**src/rtl/core/wrq_pkg.sv**
```systemverilog
// shared types, constants and ring helpers for the work ring queue
package wrq_pkg;

    localparam int QUEUE_DEPTH = 64;
    localparam int CPU_COUNT   = 8;

    localparam int PTR_W  = $clog2(QUEUE_DEPTH);
    localparam int CPU_W  = (CPU_COUNT > 1) ? $clog2(CPU_COUNT) : 1;
    localparam int ADDR_W = 64;
    localparam int CNT_W  = 6;
    localparam int DROP_W = 32;

    typedef logic [PTR_W-1:0] t_ptr;
    typedef logic [CPU_W-1:0] t_cpu_idx;

    typedef enum logic [1:0] {
        CMD_ENQUEUE  = 2'd0,
        CMD_DEQUEUE  = 2'd1,
        CMD_CANCEL   = 2'd2,
        CMD_COMPLETE = 2'd3
    } t_cmd;

    typedef enum logic [2:0] {
        S_IDLE,
        S_DEQ,
        S_CRD,
        S_CCMP,
        S_BUSY,
        S_DONE
    } t_state;

    // wrap at the ring end, depth need not be a power of two
    function automatic t_ptr ring_next(input t_ptr p);
        t_ptr q;
        if (p == t_ptr'(QUEUE_DEPTH - 1)) begin
            q = '0;
        end else begin
            q = p + t_ptr'(1);
        end
        return q;
    endfunction

    // items between read and write pointer
    function automatic t_ptr ring_pending(input t_ptr wr, input t_ptr rd);
        logic [PTR_W:0] t;
        t = {1'b0, wr} - {1'b0, rd};
        if (wr < rd) begin
            t = t + (PTR_W+1)'(QUEUE_DEPTH);
        end
        return t[PTR_W-1:0];
    endfunction

endpackage

```
**src/rtl/core/wrq_range_cmp.sv**
```systemverilog
// shared range test: a in [base, base+len) with unsigned wrap-free arithmetic
module wrq_range_cmp (
    input  logic [wrq_pkg::ADDR_W-1:0] i_addr,
    input  logic [wrq_pkg::ADDR_W-1:0] i_base,
    input  logic [wrq_pkg::ADDR_W-1:0] i_len,
    output logic                       o_hit
);

    logic [wrq_pkg::ADDR_W:0] diff;

    // borrow out of the subtract says addr < base
    assign diff  = {1'b0, i_addr} - {1'b0, i_base};
    assign o_hit = !diff[wrq_pkg::ADDR_W] && (diff[wrq_pkg::ADDR_W-1:0] < i_len);

endmodule
```
**config.mk**
```make
export PLATFORM = sky130hd
export DESIGN_NAME = wrq_range_cmp
export DESIGN_NICKNAME = d
export VERILOG_FILES = /design/src/rtl/core/wrq_pkg.sv /design/src/rtl/core/wrq_range_cmp.sv
export SDC_FILE = /design/constraint.sdc
export NUM_CORES = 1
export LEC_CHECK = 0
export BUFFER_PORTS_ARGS = -buffer_cell sky130_fd_sc_hd__buf_2
export CAP_MARGIN = 20
export CELL_PAD_IN_SITES_DETAIL_PLACEMENT = 0
export CELL_PAD_IN_SITES_GLOBAL_PLACEMENT = 1
export CORE_MARGIN = 1.5
export CORE_UTILIZATION = 39
export DETAILED_ROUTE_END_ITERATION = 7
export PLACE_DENSITY_LB_ADDON = 0.12
export SYNTH_ARGS = -nofsm -noshare
export SYNTH_HDL_FRONTEND = slang
export SYNTH_SLANG_ARGS = --single-unit
```
**constraint.sdc**
```tcl
create_clock -name vclk -period 11
set_input_delay 1.1 -clock vclk [all_inputs]
set_output_delay 1.1 -clock vclk [all_outputs]
set_load 0.01 [all_outputs]
```
==> impl_metrics.csv <==
group,metric,value,unit
outcome,status,"finished clean",
power_and_ir_drop,power.total,0.4012,mW
drt,ant_nets,0,
worst_hold_path,hold_class,"in2out",
sta,drv_slew,0,
sta,setup_viol,0,
synth,synth_xor_area_share,9.986,%
sta,hold_viol_final,0,
placed_design,post-dp-hpwl,14160,um
critical_path,crit_slowest_cell,"fa_1",
die,start_util,40.58,%
power_and_ir_drop,powerDensity,61.44,nW/um^2
placed_design,dpl_worst_slack,3.734,ns
flow_run,maxCapViolations,0,
synth,yosys.area_share.simple,16.15,%
sta,rsz0062_at_grt,"no",
sta,fin_tns_setup,0,ns
final_layout,final_cell_mix,"buf_2, inv_1, ha_1",
final_layout,layout-drive-gt1-share,20.59,%
grt,grt_pass1_vias,5835,
placed_design,place_area,6530,sq um
placed_design,io_buffers,193,
drt,drt_iter0_drc,289,
sta,maxSlewHeadroom,56.84,%
critical_path,cp_cell_sequence,"buf_2, inv_1, ha_1, inv_1, fa_1, a21o_1, a221oi_2, nor3_1, o21ai_0, a21oi_1, o211ai_1, o211a_1, o21ai_0, o21ai_0, xnor2_1, ha_1, nand3_1, or3_1, nor2_1, nand2_1, or3_1, o31ai_1, a21oi_1, buf_2",
final_layout,fin_util,48.73,%
critical_path,crit_path_frequent_cell,"o21ai_0",
synth,syn-cell-area,5438,sq um
final_layout,regArea,0,sq um
die,ios,193,
critical_path,end_kind,"output port",
synth,seq_area_frac_synth,0,%
final_layout,diodes,0,
critical_path,cp.required,9.90,ns
sta,final.setup.worst_slack,3.721,ns
sta,tightest_slew,0.6419,ns
critical_path,critPathMaxFanout,3,
critical_path,crit_family,"compound AO/OA/AOI/OAI gates",
drt,drtPass1Iterations,4,
synth,yosysWarnings,0,
drt,vias,6010,
grt,grt_max_degree,10,
final_layout,area_delta_synth_final,20.09,%
die,core,13400,sq um
synth,syn_nets,1137,
drt,viasPerCell,5.172,
final_layout,stdcell_count,1162,
sta,fmax,137.4,MHz
final_layout,final_common_cell,"buf_2",
clock_network,cts_resized,0,
synth,synthMuxAreaShare,0,%
die,die_h,121.1,um
clock_network,post-cts-setup-buffers,0,
drt,wl_per_cell,13.55,um
synth,syn_avg_cell_area,6.656,sq um
placed_design,place_congestion,0.8372,
critical_path,cp_data_arrival_time,6.18,ns
grt,grt_overflow,0,
sta,min_period,7.279,ns
final_layout,clock_buffers,0,
synth,synth-adder-area-share,29.59,%
critical_path,slowest_delay,0.41,ns
synth,synth_compound_area_share,32.26,%
synth,synth.distinct_cells,52,
grt,grt_usage,21.02,%
power_and_ir_drop,max-vdd-ir-drop,0.02492,mV
final_layout,num-nets-final,1308,
sta,hold_slack,2.857,ns
drt,drcViolationCount,0,
synth,synth_top_family_by_area,"compound AO/OA/AOI/OAI gates",
die,std_cell_rows,42,
sta,period_share,66.18,%
placed_design,dpl.cell_count,1162,
grt,antenna_found_initial,0,
power_and_ir_drop,p_leak,3.779,nW
synth,syn_inst,817,
clock_network,hold_buffers,0,
final_layout,design.seq.count,0,
final_layout,fill_cells,1464,
die,dieArea,14660,sq um
drt,drt_wl_total,15740,um
critical_path,crit_buf_inv,4,
grt,grt_pass1_wl,26120,um
die,die_w,121.1,um
final_layout,post-route-cell-area,6530,sq um
critical_path,critical_path_class,"in2out",
critical_path,startpoint_type,"primary input",
-- cells in the mapped netlist (all sizes together) (2+ instances only) --
cell type	instances	area, sq um
a2111oi	4	42.54
o21a	6	45.04
nand2	48	180.2
o21bai	15	112.6
nand4	33	206.5
nor2b	5	31.28
or3	3	18.77
and3	3	18.77
o21ai	56	287.8
a221o	3	30.03
a211oi	11	82.58
clkbuf	21	78.83
a21oi	89	445.4
o221ai	2	17.52
buf	3	15.01
nor3	9	45.04
and2	3	18.77
ha	127	1589
a221oi	4	41.29
nand3	16	80.08
and4	2	17.52
a21o	52	390.4
nand2b	8	50.05
a31oi	5	37.53
o22ai	2	12.51
o31ai	4	35.03
xnor2	42	367.9
xor2	20	175.2
inv	149	559.3
a21boi	2	15.01
nor2	47	176.4
o211ai	7	52.55
o211a	3	30.03
o221a	2	22.52
-- path summary, 6_finish.rpt --
kind                  endpoint  cells after the start  slack [ns]       start
worst max-delay path     o_hit                     24        3.72   i_addr[0]
worst min-delay path     o_hit                      5        2.86  i_addr[62]
-- layout make-up --
| type | count | area, sq um | area share (%) |
|---|---|---|---|
| Inverter | 149 | 559.3 | 8.565 |
| Multi-Input combinational cell | 644 | 4785 | 73.27 |
| Tap cell | 176 | 220.2 | 3.372 |
| Timing Repair Buffer | 193 | 965.9 | 14.79 |
-- worst min-delay path, stage by stage --
cell      delay (ns)
buf_2           0.08
ha_1            0.16
a211oi_1        0.06
a21oi_1         0.19
buf_2           0.17
-- where the power goes --
part	internal [mW]	switching (mW)	total [mW]
registers	0	0	0
clock network	0	0	0
logic	0.183	0.218	0.401
total	0.183	0.218	0.401
-- layer usage --
metal | vias up | global-route usage [%] | routed length, um
li1 | 3221 | - | -
met1 | 2630 | 28.85 | 7761
met2 | 155 | 38.53 | 7217
met3 | 4 | 0.7049 | 727
met4 | 0 | 0.5147 | 36
met5 | - | 0 | 0
-- cell families after synthesis --
group                    count (synthesis)
XOR/XNOR                                62
buffers and inverters                  173
AND/OR/NAND/NOR                        182
AO/OA/AOI/OAI                          272
adder cells (fa/ha/maj)                128
No activity file was read; power rests on OpenSTA's default activity.
